**config.mk**
```make
export PLATFORM = sky130hd
export DESIGN_NAME = positional_array_table_flat
export DESIGN_NICKNAME = d
export VERILOG_FILES = /design/src/rtl/pat_pkg.sv /design/src/rtl/pat_if.sv /design/src/rtl/pat_ram.sv /design/src/rtl/pat_dp.sv /design/src/rtl/pat_ctrl.sv /design/src/rtl/positional_array_table.sv /design/src/flat_wrapper.sv
export SDC_FILE = /design/constraint.sdc
export NUM_CORES = 1
export LEC_CHECK = 0
export CAP_MARGIN = 20
export CELL_PAD_IN_SITES_DETAIL_PLACEMENT = 1
export CELL_PAD_IN_SITES_GLOBAL_PLACEMENT = 2
export CORE_ASPECT_RATIO = 1.75
export CORE_UTILIZATION = 49
export DETAILED_ROUTE_END_ITERATION = 8
export DONT_BUFFER_PORTS = 1
export GPL_ROUTABILITY_DRIVEN = 0
export PLACE_DENSITY = 0.81
export REMOVE_ABC_BUFFERS = 1
export SETUP_SLACK_MARGIN = 0.15
export SYNTH_ARGS = -nofsm -noshare
export SYNTH_HDL_FRONTEND = slang
export SYNTH_SLANG_ARGS = --single-unit
```
**constraint.sdc**
```tcl
create_clock -name clk -period 4.6 [get_ports clk]
set_input_delay 0.23 -clock clk [delete_from_list [all_inputs] [get_ports clk]]
set_output_delay 0.23 -clock clk [all_outputs]
set_load 0.02 [all_outputs]
```
**src/rtl/pat_pkg.sv**
```systemverilog
`default_nettype none

package pat_pkg;

	localparam int DEPTH = 16;
	localparam int AW    = $clog2(DEPTH);
	localparam int CW    = $clog2(DEPTH + 1);
	localparam int CMPW  = (CW > 5) ? CW : 5;
	localparam int DW    = 32;

	typedef enum logic [2:0] {
		OP_INSERT  = 3'd0,
		OP_DELETE  = 3'd1,
		OP_REPLACE = 3'd2,
		OP_SEARCH  = 3'd3,
		OP_DUMP    = 3'd4
	} op_t;

	typedef enum logic [1:0] {
		ST_OK       = 2'd0,
		ST_NOTFOUND = 2'd1,
		ST_BAD      = 2'd2,
		ST_EMPTY    = 2'd3
	} status_t;

	typedef enum logic [3:0] {
		S_IDLE,
		S_DECIDE,
		S_INS_RD,
		S_INS_WR,
		S_DEL_RD,
		S_DEL_WR,
		S_SRCH_RD,
		S_SRCH_CHK,
		S_DUMP_RD,
		S_DUMP_OUT,
		S_RESP
	} state_t;

	typedef enum logic [1:0] {
		PTR_HOLD,
		PTR_INC,
		PTR_DEC,
		PTR_LOAD
	} ptr_op_t;

	typedef enum logic [1:0] {
		PSRC_ZERO,
		PSRC_POS,
		PSRC_COUNT
	} ptr_src_t;

	typedef enum logic [1:0] {
		RA_PTR,
		RA_PREV,
		RA_NEXT
	} rd_addr_t;

	// WA_PTR writes the read data back at ptr, WA_POS writes the held value at pos
	typedef enum logic {
		WA_PTR,
		WA_POS
	} wr_addr_t;

	typedef struct packed {
		logic     load;
		ptr_op_t  ptr_op;
		ptr_src_t ptr_src;
		logic     re;
		rd_addr_t rd_addr;
		logic     we;
		wr_addr_t wr_addr;
		logic     cnt_inc;
		logic     cnt_dec;
		logic     emit;
		logic     emit_data;
		logic     emit_idx;
		logic     emit_last;
		status_t  status;
	} cmd_t;

	typedef struct packed {
		op_t  op;
		logic empty;
		logic full;
		logic pos_gt_cnt;
		logic pos_ge_cnt;
		logic ptr_gt_pos;
		logic next_lt_cnt;
		logic ptr_lt_cnt;
		logic ptr_last;
		logic match;
		logic out_free;
	} stat_t;

endpackage

`default_nettype wire

```
**src/rtl/pat_if.sv**
```systemverilog
`default_nettype none

interface pat_req_if;
	logic               valid;
	logic               ready;
	logic        [2:0]  operation;
	logic        [4:0]  position;
	logic signed [31:0] value;

	modport source (output valid, operation, position, value, input ready);
	modport sink   (input valid, operation, position, value, output ready);
endinterface

interface pat_rsp_if;
	logic               valid;
	logic               ready;
	logic        [1:0]  status;
	logic signed [31:0] data;
	logic        [3:0]  found_index;
	logic        [4:0]  fill_count;
	logic               last;

	modport source (output valid, status, data, found_index, fill_count, last, input ready);
	modport sink   (input valid, status, data, found_index, fill_count, last, output ready);
endinterface

`default_nettype wire

```
**src/rtl/pat_ram.sv**
```systemverilog
`default_nettype none

module pat_ram #(
	parameter int WIDTH = 32,
	parameter int DEPTH = 16
) (
	input  wire logic                     clk,
	input  wire logic                     we,
	input  wire logic [$clog2(DEPTH)-1:0] waddr,
	input  wire logic [WIDTH-1:0]         wdata,
	input  wire logic                     re,
	input  wire logic [$clog2(DEPTH)-1:0] raddr,
	output      logic [WIDTH-1:0]         rdata
);

	logic [WIDTH-1:0] mem_q [DEPTH];

	always_ff @(posedge clk) begin
		if (we) begin
			mem_q[waddr] <= wdata;
		end
		if (re) begin
			rdata <= mem_q[raddr];
		end
	end

endmodule

`default_nettype wire

```
**src/rtl/pat_dp.sv**
```systemverilog
`default_nettype none

module pat_dp (
	input  wire logic               clk,
	input  wire logic               arst_n,
	input  wire pat_pkg::cmd_t      cmd,
	output      pat_pkg::stat_t     st,
	input  wire logic        [2:0]  req_operation,
	input  wire logic        [4:0]  req_position,
	input  wire logic signed [31:0] req_value,
	output      logic               rsp_valid,
	input  wire logic               rsp_ready,
	output      logic        [1:0]  rsp_status,
	output      logic signed [31:0] rsp_data,
	output      logic        [3:0]  rsp_found_index,
	output      logic        [4:0]  rsp_fill_count,
	output      logic               rsp_last
);

	pat_pkg::op_t                op_q;
	logic [4:0]                  pos_q;
	logic [pat_pkg::DW-1:0]      val_q;
	logic [pat_pkg::CW-1:0]      cnt_q;
	logic [pat_pkg::CW-1:0]      ptr_q;
	logic [pat_pkg::CMPW-1:0]    cnt_x, pos_x, ptr_x;
	logic [pat_pkg::CMPW:0]      ptr_nx;
	logic [pat_pkg::CW-1:0]      ptr_prev, ptr_next, ptr_ld;
	logic [pat_pkg::AW-1:0]      raddr, waddr;
	logic [pat_pkg::DW-1:0]      wdata, rdata;

	logic                        valid_q;
	logic [1:0]                  status_q;
	logic [pat_pkg::DW-1:0]      data_q;
	logic [3:0]                  idx_q;
	logic [4:0]                  fill_q;
	logic                        last_q;

	assign cnt_x    = pat_pkg::CMPW'(cnt_q);
	assign pos_x    = pat_pkg::CMPW'(pos_q);
	assign ptr_x    = pat_pkg::CMPW'(ptr_q);
	assign ptr_nx   = {1'b0, ptr_x} + (pat_pkg::CMPW + 1)'(1);
	assign ptr_prev = ptr_q - pat_pkg::CW'(1);
	assign ptr_next = ptr_q + pat_pkg::CW'(1);

	always_comb begin
		st             = '0;
		st.op          = op_q;
		st.empty       = (cnt_q == '0);
		st.full        = (cnt_x == pat_pkg::CMPW'(pat_pkg::DEPTH));
		st.pos_gt_cnt  = (pos_x > cnt_x);
		st.pos_ge_cnt  = (pos_x >= cnt_x);
		st.ptr_gt_pos  = (ptr_x > pos_x);
		st.next_lt_cnt = (ptr_nx < {1'b0, cnt_x});
		st.ptr_lt_cnt  = (ptr_x < cnt_x);
		st.ptr_last    = (ptr_nx == {1'b0, cnt_x});
		st.match       = (rdata == val_q);
		st.out_free    = !valid_q || rsp_ready;
	end

	always_comb begin
		case (cmd.ptr_src)
			pat_pkg::PSRC_POS:   ptr_ld = pat_pkg::CW'(pos_q);
			pat_pkg::PSRC_COUNT: ptr_ld = cnt_q;
			default:             ptr_ld = '0;
		endcase
	end

	always_comb begin
		case (cmd.rd_addr)
			pat_pkg::RA_PREV: raddr = ptr_prev[pat_pkg::AW-1:0];
			pat_pkg::RA_NEXT: raddr = ptr_next[pat_pkg::AW-1:0];
			default:          raddr = ptr_q[pat_pkg::AW-1:0];
		endcase
	end

	assign waddr = (cmd.wr_addr == pat_pkg::WA_POS) ? pat_pkg::AW'(pos_q) : ptr_q[pat_pkg::AW-1:0];
	assign wdata = (cmd.wr_addr == pat_pkg::WA_POS) ? val_q : rdata;

	pat_ram #(
		.WIDTH (pat_pkg::DW),
		.DEPTH (pat_pkg::DEPTH)
	) u_ram (
		.clk   (clk),
		.we    (cmd.we),
		.waddr (waddr),
		.wdata (wdata),
		.re    (cmd.re),
		.raddr (raddr),
		.rdata (rdata)
	);

	always_ff @(posedge clk) begin
		if (cmd.load) begin
			op_q  <= pat_pkg::op_t'(req_operation);
			pos_q <= req_position;
			val_q <= req_value;
		end
	end

	always_ff @(posedge clk or negedge arst_n) begin
		if (!arst_n) begin
			cnt_q <= '0;
			ptr_q <= '0;
		end else begin
			if (cmd.cnt_inc) begin
				cnt_q <= cnt_q + pat_pkg::CW'(1);
			end else if (cmd.cnt_dec) begin
				cnt_q <= cnt_q - pat_pkg::CW'(1);
			end
			case (cmd.ptr_op)
				pat_pkg::PTR_INC:  ptr_q <= ptr_next;
				pat_pkg::PTR_DEC:  ptr_q <= ptr_prev;
				pat_pkg::PTR_LOAD: ptr_q <= ptr_ld;
				default:           ptr_q <= ptr_q;
			endcase
		end
	end

	always_ff @(posedge clk or negedge arst_n) begin
		if (!arst_n) begin
			valid_q <= 1'b0;
		end else if (cmd.emit) begin
			valid_q <= 1'b1;
		end else if (rsp_ready) begin
			valid_q <= 1'b0;
		end
	end

	always_ff @(posedge clk) begin
		if (cmd.emit) begin
			status_q <= cmd.status;
			data_q   <= cmd.emit_data ? rdata : '0;
			idx_q    <= cmd.emit_idx ? ptr_x[3:0] : 4'd0;
			fill_q   <= cnt_x[4:0];
			last_q   <= cmd.emit_last;
		end
	end

	assign rsp_valid       = valid_q;
	assign rsp_status      = status_q;
	assign rsp_data        = data_q;
	assign rsp_found_index = idx_q;
	assign rsp_fill_count  = fill_q;
	assign rsp_last        = last_q;

endmodule

`default_nettype wire

```
**src/rtl/pat_ctrl.sv**
```systemverilog
`default_nettype none

module pat_ctrl (
	input  wire logic           clk,
	input  wire logic           arst_n,
	input  wire logic           req_valid,
	output      logic           req_ready,
	input  wire pat_pkg::stat_t st,
	output      pat_pkg::cmd_t  cmd
);

	pat_pkg::state_t  state_q, state_d;
	pat_pkg::status_t resp_q, resp_d;

	always_ff @(posedge clk or negedge arst_n) begin
		if (!arst_n) begin
			state_q <= pat_pkg::S_IDLE;
			resp_q  <= pat_pkg::ST_OK;
		end else begin
			state_q <= state_d;
			resp_q  <= resp_d;
		end
	end

	always_comb begin
		state_d   = state_q;
		resp_d    = resp_q;
		cmd       = '0;
		req_ready = 1'b0;
		case (state_q)
			pat_pkg::S_IDLE: begin
				req_ready = 1'b1;
				if (req_valid) begin
					cmd.load = 1'b1;
					state_d  = pat_pkg::S_DECIDE;
				end
			end
			pat_pkg::S_DECIDE: begin
				state_d = pat_pkg::S_RESP;
				case (st.op)
					pat_pkg::OP_INSERT: begin
						if (st.full || st.pos_gt_cnt) begin
							resp_d = pat_pkg::ST_BAD;
						end else begin
							cmd.ptr_op  = pat_pkg::PTR_LOAD;
							cmd.ptr_src = pat_pkg::PSRC_COUNT;
							state_d     = pat_pkg::S_INS_RD;
						end
					end
					pat_pkg::OP_DELETE: begin
						if (st.empty) begin
							resp_d = pat_pkg::ST_EMPTY;
						end else if (st.pos_ge_cnt) begin
							resp_d = pat_pkg::ST_BAD;
						end else begin
							cmd.ptr_op  = pat_pkg::PTR_LOAD;
							cmd.ptr_src = pat_pkg::PSRC_POS;
							state_d     = pat_pkg::S_DEL_RD;
						end
					end
					pat_pkg::OP_REPLACE: begin
						if (st.empty) begin
							resp_d = pat_pkg::ST_EMPTY;
						end else if (st.pos_ge_cnt) begin
							resp_d = pat_pkg::ST_BAD;
						end else begin
							cmd.we      = 1'b1;
							cmd.wr_addr = pat_pkg::WA_POS;
							resp_d      = pat_pkg::ST_OK;
						end
					end
					pat_pkg::OP_SEARCH: begin
						if (st.empty) begin
							resp_d = pat_pkg::ST_EMPTY;
						end else begin
							cmd.ptr_op  = pat_pkg::PTR_LOAD;
							cmd.ptr_src = pat_pkg::PSRC_ZERO;
							state_d     = pat_pkg::S_SRCH_RD;
						end
					end
					pat_pkg::OP_DUMP: begin
						if (st.empty) begin
							resp_d = pat_pkg::ST_EMPTY;
						end else begin
							cmd.ptr_op  = pat_pkg::PTR_LOAD;
							cmd.ptr_src = pat_pkg::PSRC_ZERO;
							state_d     = pat_pkg::S_DUMP_RD;
						end
					end
					default: begin
						resp_d = pat_pkg::ST_BAD;
					end
				endcase
			end
			pat_pkg::S_INS_RD: begin
				if (st.ptr_gt_pos) begin
					cmd.re      = 1'b1;
					cmd.rd_addr = pat_pkg::RA_PREV;
					state_d     = pat_pkg::S_INS_WR;
				end else begin
					cmd.we      = 1'b1;
					cmd.wr_addr = pat_pkg::WA_POS;
					cmd.cnt_inc = 1'b1;
					resp_d      = pat_pkg::ST_OK;
					state_d     = pat_pkg::S_RESP;
				end
			end
			pat_pkg::S_INS_WR: begin
				cmd.we      = 1'b1;
				cmd.wr_addr = pat_pkg::WA_PTR;
				cmd.ptr_op  = pat_pkg::PTR_DEC;
				state_d     = pat_pkg::S_INS_RD;
			end
			pat_pkg::S_DEL_RD: begin
				if (st.next_lt_cnt) begin
					cmd.re      = 1'b1;
					cmd.rd_addr = pat_pkg::RA_NEXT;
					state_d     = pat_pkg::S_DEL_WR;
				end else begin
					cmd.cnt_dec = 1'b1;
					resp_d      = pat_pkg::ST_OK;
					state_d     = pat_pkg::S_RESP;
				end
			end
			pat_pkg::S_DEL_WR: begin
				cmd.we      = 1'b1;
				cmd.wr_addr = pat_pkg::WA_PTR;
				cmd.ptr_op  = pat_pkg::PTR_INC;
				state_d     = pat_pkg::S_DEL_RD;
			end
			pat_pkg::S_SRCH_RD: begin
				if (st.ptr_lt_cnt) begin
					cmd.re      = 1'b1;
					cmd.rd_addr = pat_pkg::RA_PTR;
					state_d     = pat_pkg::S_SRCH_CHK;
				end else begin
					resp_d  = pat_pkg::ST_NOTFOUND;
					state_d = pat_pkg::S_RESP;
				end
			end
			pat_pkg::S_SRCH_CHK: begin
				if (st.match) begin
					resp_d  = pat_pkg::ST_OK;
					state_d = pat_pkg::S_RESP;
				end else begin
					cmd.ptr_op = pat_pkg::PTR_INC;
					state_d    = pat_pkg::S_SRCH_RD;
				end
			end
			pat_pkg::S_DUMP_RD: begin
				cmd.re      = 1'b1;
				cmd.rd_addr = pat_pkg::RA_PTR;
				state_d     = pat_pkg::S_DUMP_OUT;
			end
			pat_pkg::S_DUMP_OUT: begin
				if (st.out_free) begin
					cmd.emit      = 1'b1;
					cmd.emit_data = 1'b1;
					cmd.emit_last = st.ptr_last;
					cmd.status    = pat_pkg::ST_OK;
					if (st.ptr_last) begin
						state_d = pat_pkg::S_IDLE;
					end else begin
						cmd.ptr_op = pat_pkg::PTR_INC;
						state_d    = pat_pkg::S_DUMP_RD;
					end
				end
			end
			pat_pkg::S_RESP: begin
				if (st.out_free) begin
					cmd.emit      = 1'b1;
					cmd.emit_last = 1'b1;
					cmd.status    = resp_q;
					cmd.emit_idx  = (st.op == pat_pkg::OP_SEARCH) && (resp_q == pat_pkg::ST_OK);
					state_d       = pat_pkg::S_IDLE;
				end
			end
			default: begin
				state_d = pat_pkg::S_IDLE;
			end
		endcase
	end

`ifndef SYNTHESIS
	a_emit_free: assert property (@(posedge clk) disable iff (!arst_n)
		cmd.emit |-> st.out_free)
		else $error("result emitted over a waiting beat");
	a_inc_not_full: assert property (@(posedge clk) disable iff (!arst_n)
		cmd.cnt_inc |-> !st.full)
		else $error("fill count raised on a full table");
	a_dec_not_empty: assert property (@(posedge clk) disable iff (!arst_n)
		cmd.cnt_dec |-> !st.empty)
		else $error("fill count lowered on an empty table");
	a_one_port_op: assert property (@(posedge clk) disable iff (!arst_n)
		!(cmd.re && cmd.we && (cmd.wr_addr == pat_pkg::WA_POS)))
		else $error("read and final write in the same cycle");
	a_load_decide: assert property (@(posedge clk) disable iff (!arst_n)
		cmd.load |=> (state_q == pat_pkg::S_DECIDE))
		else $error("accepted beat not decoded next cycle");
`endif

endmodule

`default_nettype wire

```
**src/rtl/positional_array_table.sv**
```systemverilog
// Ordered table of up to 16 signed 32-bit entries with a fill count.
// req channel: one beat per operation (insert, delete, replace, search, dump),
// taken only while the controller is idle, so one operation runs at a time.
// rsp channel: one beat per operation, or one beat per stored entry for a
// non-empty dump, the final beat of each operation with last set.
// Replace and every rejected or empty-table operation go from decode to the
// result; insert moves the entries from position up one place, last first,
// then writes the value; delete moves the entries above position down one
// place; search reads from entry 0 until a hit or the fill count; dump reads
// each entry into a result beat, waiting while rsp stalls. The controller is
// back in idle for the next req beat in the cycle after the final result is
// loaded. The walks use a table memory with separate read and write ports
// and registered read, one read and one write per moved entry.
// The result sits in an output register; a stall on rsp holds it and the
// controller waits before loading the next result beat.
// Reset clears the fill count and the control state; table contents are
// not cleared and are only read below the fill count.
`default_nettype none

module positional_array_table (
	input wire logic clk,
	input wire logic arst_n,
	pat_req_if.sink  req,
	pat_rsp_if.source rsp
);

	pat_pkg::cmd_t  cmd;
	pat_pkg::stat_t st;

	pat_ctrl u_ctrl (
		.clk       (clk),
		.arst_n    (arst_n),
		.req_valid (req.valid),
		.req_ready (req.ready),
		.st        (st),
		.cmd       (cmd)
	);

	pat_dp u_dp (
		.clk             (clk),
		.arst_n          (arst_n),
		.cmd             (cmd),
		.st              (st),
		.req_operation   (req.operation),
		.req_position    (req.position),
		.req_value       (req.value),
		.rsp_valid       (rsp.valid),
		.rsp_ready       (rsp.ready),
		.rsp_status      (rsp.status),
		.rsp_data        (rsp.data),
		.rsp_found_index (rsp.found_index),
		.rsp_fill_count  (rsp.fill_count),
		.rsp_last        (rsp.last)
	);

endmodule

`default_nettype wire

```
**src/flat_wrapper.sv**
```systemverilog
// flat-port wrapper written by rule: the top's interface ports become plain ports
module positional_array_table_flat 
  (clk, arst_n, req_valid, req_operation, req_position, req_value, req_ready, rsp_valid, rsp_status, rsp_data, rsp_found_index, rsp_fill_count, rsp_last, rsp_ready);
  pat_req_if req_i ();
  pat_rsp_if rsp_i ();
  input wire logic clk;
  input wire logic arst_n;
  input wire logic [$bits(req_i.valid)-1:0] req_valid;
  input wire logic [$bits(req_i.operation)-1:0] req_operation;
  input wire logic [$bits(req_i.position)-1:0] req_position;
  input wire logic [$bits(req_i.value)-1:0] req_value;
  output wire logic [$bits(req_i.ready)-1:0] req_ready;
  output wire logic [$bits(rsp_i.valid)-1:0] rsp_valid;
  output wire logic [$bits(rsp_i.status)-1:0] rsp_status;
  output wire logic [$bits(rsp_i.data)-1:0] rsp_data;
  output wire logic [$bits(rsp_i.found_index)-1:0] rsp_found_index;
  output wire logic [$bits(rsp_i.fill_count)-1:0] rsp_fill_count;
  output wire logic [$bits(rsp_i.last)-1:0] rsp_last;
  input wire logic [$bits(rsp_i.ready)-1:0] rsp_ready;
  assign req_i.valid = req_valid;
  assign req_i.operation = req_operation;
  assign req_i.position = req_position;
  assign req_i.value = req_value;
  assign req_ready = req_i.ready;
  assign rsp_valid = rsp_i.valid;
  assign rsp_status = rsp_i.status;
  assign rsp_data = rsp_i.data;
  assign rsp_found_index = rsp_i.found_index;
  assign rsp_fill_count = rsp_i.fill_count;
  assign rsp_last = rsp_i.last;
  assign rsp_i.ready = rsp_ready;
  positional_array_table u_core (.clk(clk), .arst_n(arst_n), .req(req_i), .rsp(rsp_i));
endmodule
```
* After elaboration in Yosys (flattened, before gate mapping) *
Memories as Yosys holds them, arrays and structs flattened. A register that Yosys moved wholly into a read port is not among the register bits.
Cells that the tools add are included.

cells by class
  reduce and logical (&&, ||, !) cells = 16
  order comparisons = 5
  add/subtract/negate cells = 5
  equal/unequal tests = 34
  muxes and demuxes = 71

operators by type and width
  kind                                                                   count
  4-bit two-way mux                                                      18
  4-bit case mux with 11 select lines                                    1
  32-bit equality test                                                   1
  2-bit two-way mux                                                      16
  32-bit two-way mux                                                     1
  2-bit case mux with 5 select lines                                     2
  4-bit by 3-bit equality test with 1-bit output, second input constant  4
  1-bit two-way mux                                                      16
  4-bit case mux with 4 select lines                                     1
  3-bit two-way mux                                                      5
  5-bit case mux with 3 select lines                                     1
  4-bit equality test, second input constant                             3
  3-bit case mux with 4 select lines                                     1
  4-bit case mux with 3 select lines                                     1
  5-bit by 1-bit adder with 5-bit output, second input constant          2
  5-bit > comparator                                                     2
  5-bit two-way mux                                                      2
  5-bit case mux with 2 select lines                                     1
  5-bit by 1-bit subtractor with 5-bit output, second input constant     2
  2-bit equality test, second input constant                             4
  4-bit by 2-bit equality test with 1-bit output, second input constant  2
  2-bit != test, second input constant                                   4
  2-bit case mux with 4 select lines                                     1
  4-bit case mux with 2 select lines                                     1
  31 further kinds                                                       39

storage, ports and cells
  logic and storage cells = 145
  output and inout bits = 46
  register bits after elaboration = 101
  input bits = 44
  memories = 1
  RAM bits = 512

memories
  name                     depth  bits a word  rd ports  clocked after memory_dff  wr ports  line           source
  u_core.u_dp.u_ram.mem_q  16     32           1         1                         1         pat_ram.sv:16  logic [WIDTH-1:0] mem_q [DEPTH];

* Depth between registers and ports, before layout *
  depth in word-level cells = 8
  gate-level depth with buffers = 19

* By module *
A second synthesis with hierarchy kept.

unflattened totals
  cell total of the unflattened synthesis = 1,348
  area, all modules = 26,018.7 um^2

modules (own cells, without submodules)
  module    cells each  times used  seq. area each (um^2)  area each (um^2)
  pat_ram   838         1           16,335.7               20,155.6
  pat_dp    387         1           2,797.7                5,018.6
  pat_ctrl  123         1           150.1                  844.6

* Worst setup path before layout *
OpenSTA, ideal clock, no wires.

  path type = flip-flop to flip-flop
  start = register u_core.u_dp.pos_q[2]
  end = register u_core.u_dp.u_ram.rdata[0], read port of u_core.u_dp.u_ram.mem_q (enable)
  setup time = 0.466 ns
  period minus slack after synthesis = 4.101 ns
  path slack = 0.499 ns
  stages on the path, launching flop included = 9
  path buffers = 0
  arrival = 3.635 ns
  path through = edfxtp_1 inv_1 ha_1 and3_1 nand3_1 o31ai_2 nor2_1 mux2i_1 o21ai_0

RTL lines
  item                      line           source
  start: declaration        pat_dp.sv:21   logic [4:0] pos_q;
  start signal: assignment  pat_dp.sv:95   pos_q <= req_position;
  end: declaration          pat_ram.sv:13  output logic [WIDTH-1:0] rdata

* Worst setup path after layout *
  start = register u_core.u_dp.ptr_q[1] (netlist name)
  end = register u_core.u_dp.u_ram.rdata[1], read port of u_core.u_dp.u_ram.mem_q (data pin)

between the ends
  longest elaborated chain between the ends = 6
  elaborated cells between the ends (all ways) = 13
  those cells by class = add/sub (3); order compare (3); eq/ne (2); mux (5)

RTL lines
  item                                                                                   line             source
  start: declaration                                                                     pat_dp.sv:24     logic [pat_pkg::CW-1:0] ptr_q;
  start signal: assignment                                                               pat_dp.sv:111    pat_pkg::PTR_INC: ptr_q <= ptr_next;
  start signal: assignment                                                               pat_dp.sv:112    pat_pkg::PTR_DEC: ptr_q <= ptr_prev;
  start signal: assignment                                                               pat_dp.sv:113    pat_pkg::PTR_LOAD: ptr_q <= ptr_ld;
  5-bit by 1-bit adder with 6-bit output                                                 pat_dp.sv:41     assign ptr_nx = {1'b0, ptr_x} + (pat_pkg::CMPW + 1)'(1);
  6-bit by 5-bit less-than comparator with 1-bit output                                  pat_dp.sv:53     st.next_lt_cnt = (ptr_nx < {1'b0, cnt_x});
  3-bit two-way mux                                                                      pat_ctrl.sv:115  if (st.next_lt_cnt) begin
  3-bit case mux with 4 select lines                                                     pat_ctrl.sv:30   case (state_q)
  2-bit equality test or 2-bit by 1-bit equality test with 1-bit output (tied branches)  pat_dp.sv:69     case (cmd.rd_addr)
  4-bit case mux with 2 select lines                                                     pat_dp.sv:69

Parallel ways exist; a longest one is shown, timed or not.
A chain may end at the register's enable or synchronous reset.

==> qor.yml <==
status: "finished, final reports clean"
grt_start_max_net_pins: 65
coreArea_sq_um: 53300
synth_seq_cells: 645
fin_area_sq_um: 30500
ys_types: 64
yosys_warnings: 0
finClkSkew_ps: 18.9
cts.sinks: 645
synth_common_cells: "edfxtp_1, mux4_2, a21oi_1"
crit_type: "register to register"
slew_viol_final: 0
tightest_slew_ps: 1060
synth_top_area_share_pct: 71.4
critPathMaxFanout: 16
cts_max_level: 2
crit_path_end_kind: "register"
critPathBufInv: 4
power.total_mw: 21.4
cp.arrival_ps: 4590
grt_pass1_wl_um: 99400
syn_avg_cell_area_sq_um: 19.1
hold_class: "input port to register"
worstReg2RegEnd: "u_core.u_dp.u_ram.rdata[1]"
dp_hpwl_um: 42000
row_count: 112
path_cells: "inv_1, ha_2, ha_1, nor2b_1, o21bai_1, nand4b_1, buf_4, ha_4, a211oi_2, a21oi_4, buf_12, buf_12, mux4_2, nor2b_1, a211oi_1, a21oi_1"
area_growth_pct: 15.6
rrSetupSlack_ps: 330
finalHoldViolCount: 0
yosysSeqAreaShare_pct: 73.0
die_area_sq_um: 54900
hold_slack_ps: 107
crit_slowest_cell: "mux4_2"
slew_headroom_pct: 29.0
crit_family: "adder cells"
cap_violations: 0
path_clk_slew_ps: 70
cts_buffers: 57
die_h_um: 309
layout.nets: 1569
placed_area_sq_um: 28000
peakVddDrop_mv: 0.471
worstHoldStart: "rsp_ready"
grt_pass1_vias: 15000
grt_use_total_pct: 25.6
ant_nets: 0
first_iter_violations: 1134
whs_endpoint: "u_core.u_ctrl.state_q[0]"
drc: 0
clock_latency_ps: 600
dp.cells: 2071
clockRootBuffer: "clkbuf_16"
fp.dieW_um: 177
viasPerCell: 6.20
clock_path_buffers: 3
fin_util_pct: 57.3
num_vias: 13800
dr.pass1.iters: 7
max_clock_freq_mhz: 234
drt_wl_total_um: 68300
ys.flop_type: "edfxtp_1"
syn_area_sq_um: 26400
fin_cells: 2226
min_period_ps: 4270
synth_most_common_cell: "edfxtp_1"
cp.required_ps: 4920
start_util_pct: 49.6
grt-ovfl-total: 0
yosysTopAreaCell: "edfxtp_1"
setup_viol: 0
synth-edff-count: 628
antenna_found_initial: 2
synthCells: 1379
worstRegToRegCells: 16
whs_path_depth: 3
top_level_ports: 90
rr_startpoint: "u_core.u_dp.ptr_q[1]"
drive_gt1_share_pct: 25.2
cpPeakStageDelay_ps: 510
synth_area_leaders: "edfxtp_1, mux4_2, dfrtp_1, mux2_2, ha_1"
cellPowerDensity_nw_per_um2: 702
p_leak_nw: 10.0
portBuffers: 0
post_drt_wl_per_cell_um: 30.7
tritoncts: "done"
postSynth.asyncResetShare_pct: 2.64
rsz0062_at_grt: "yes"
crit_path_start_kind: "register"
min_period_over_period_pct: 92.8
==> cell usage in the layout, fill, tap and decap left out, types with 18 or more instances in the layout <==
| master | instances |
|---|---|
| a211oi_1 | 26 |
| a21oi_1 | 54 |
| and2_1 | 38 |
| buf_12 | 31 |
| buf_4 | 43 |
| clkbuf_16 | 57 |
| dlygate4sd3_1 | 44 |
| edfxtp_1 | 628 |
| ha_1 | 26 |
| inv_1 | 21 |
| mux2_2 | 35 |
| mux2i_1 | 34 |
| mux4_2 | 128 |
| nand2_1 | 29 |
| nor2_1 | 19 |
| nor2b_1 | 43 |
| o21ai_0 | 18 |
| xnor2_1 | 38 |
==> through the flow <==
| stage | TNS, ps | setup slack, ps |
|---|---|---|
| global route | 0 | 124 |
| CTS | 0 | 161 |
| floorplan | -330960 | -10340 |
| detailed placement | 0 | 43.4 |
| global placement | 0 | 230 |
| finish | 0 | 333 |
==> registers in the layout (all words and copies together) (netlist names) <==
register                     cells
u_core.u_dp.u_ram.mem_q        512
u_core.u_dp.rsp_data            32
u_core.u_dp.u_ram.rdata         32
u_core.u_dp.val_q               32
u_core.u_dp.cnt_q                5
u_core.u_dp.pos_q                5
u_core.u_dp.ptr_q                5
u_core.u_dp.rsp_fill_count       5
u_core.u_ctrl.state_q            4
u_core.u_dp.rsp_found_index      4
u_core.u_dp.op_q                 3
u_core.u_ctrl.resp_q             2
u_core.u_dp.rsp_status           2
u_core.u_dp.rsp_last             1
u_core.u_dp.rsp_valid            1
==> power by group <==
part	internal (mW)	total [mW]	switching [mW]
clock	2.80	4.96	2.16
combinational	2.96	7.34	4.38
sequential	8.43	9.14	0.719
total	14.2	21.4	7.26
==> final cells by class <==
type | count | area (sq um)
inverters | 24 | 90.1
clock buffers | 64 | 1450
flip-flops and latches | 645 | 19300
repair buffers | 124 | 1490
well taps | 684 | 856
fillers | 4643 | 22700
multi-input cells | 643 | 6890
clock inverters | 41 | 465
diodes | 1 | 2.50
==> cells by family (layout without fill, tap and decap cells) <==
family	count (synthesis)	after routing	share of synthesized area, %
flip-flops	645	645	73.0
AND/OR/NAND/NOR	208	208	4.34
multiplexers	197	197	13.7
AO/OA/AOI/OAI	166	166	4.36
buffers and inverters	91	253	1.73
XOR/XNOR	42	42	1.39
adder cells (fa/ha/maj)	30	30	1.45
other	0	1	0
==> worst min-delay path, cell delays in order <==
cell     delay, ps
nor2b_1         70
nand3_1        140
a21bo_2        230
==> timing repair <==
| item | 4_1_cts | 5_1_grt |
|---|---|---|
| endpoints found under the hold margin | 60 | 5 |
| hold buffers | 43 | 1 |
| buffers inserted | 2 | 2 |
| pin swaps | 1 | 1 |
| endpoints found under the setup margin | 10 | 31 |
| gates resized for setup | 4 | 12 |
==> layer usage <==
metal | global-route usage [%] | share of wire (%) | up-vias
li1 | - | - | 5805
met1 | 30.1 | 37 | 7333
met2 | 46.5 | 54 | 503
met3 | 3.17 | 4.6 | 162
met4 | 11.5 | 4.6 | 0
met5 | 0 | 0 | -
==> worst max-delay path by stage <==
stage / end / depth (start not counted) / from / slack [ps]
finish: u_core.u_dp.u_ram.rdata[1] / 16 / u_core.u_dp.ptr_q[1] / 330
global route: u_core.u_dp.u_ram.rdata[0] / 17 / u_core.u_dp.ptr_q[1] / 120
CTS: u_core.u_dp.u_ram.rdata[5] / 16 / u_core.u_dp.ptr_q[1] / 160
detailed placement: u_core.u_dp.u_ram.rdata[21] / 15 / u_core.u_dp.ptr_q[1] / 40
global placement: u_core.u_dp.u_ram.rdata[21] / 15 / u_core.u_dp.ptr_q[1] / 230
floorplan: u_core.u_dp.u_ram.rdata[0] / 13 / u_core.u_dp.ptr_q[0] / -10340
Note: power is estimated with default switching activity, not from simulation.
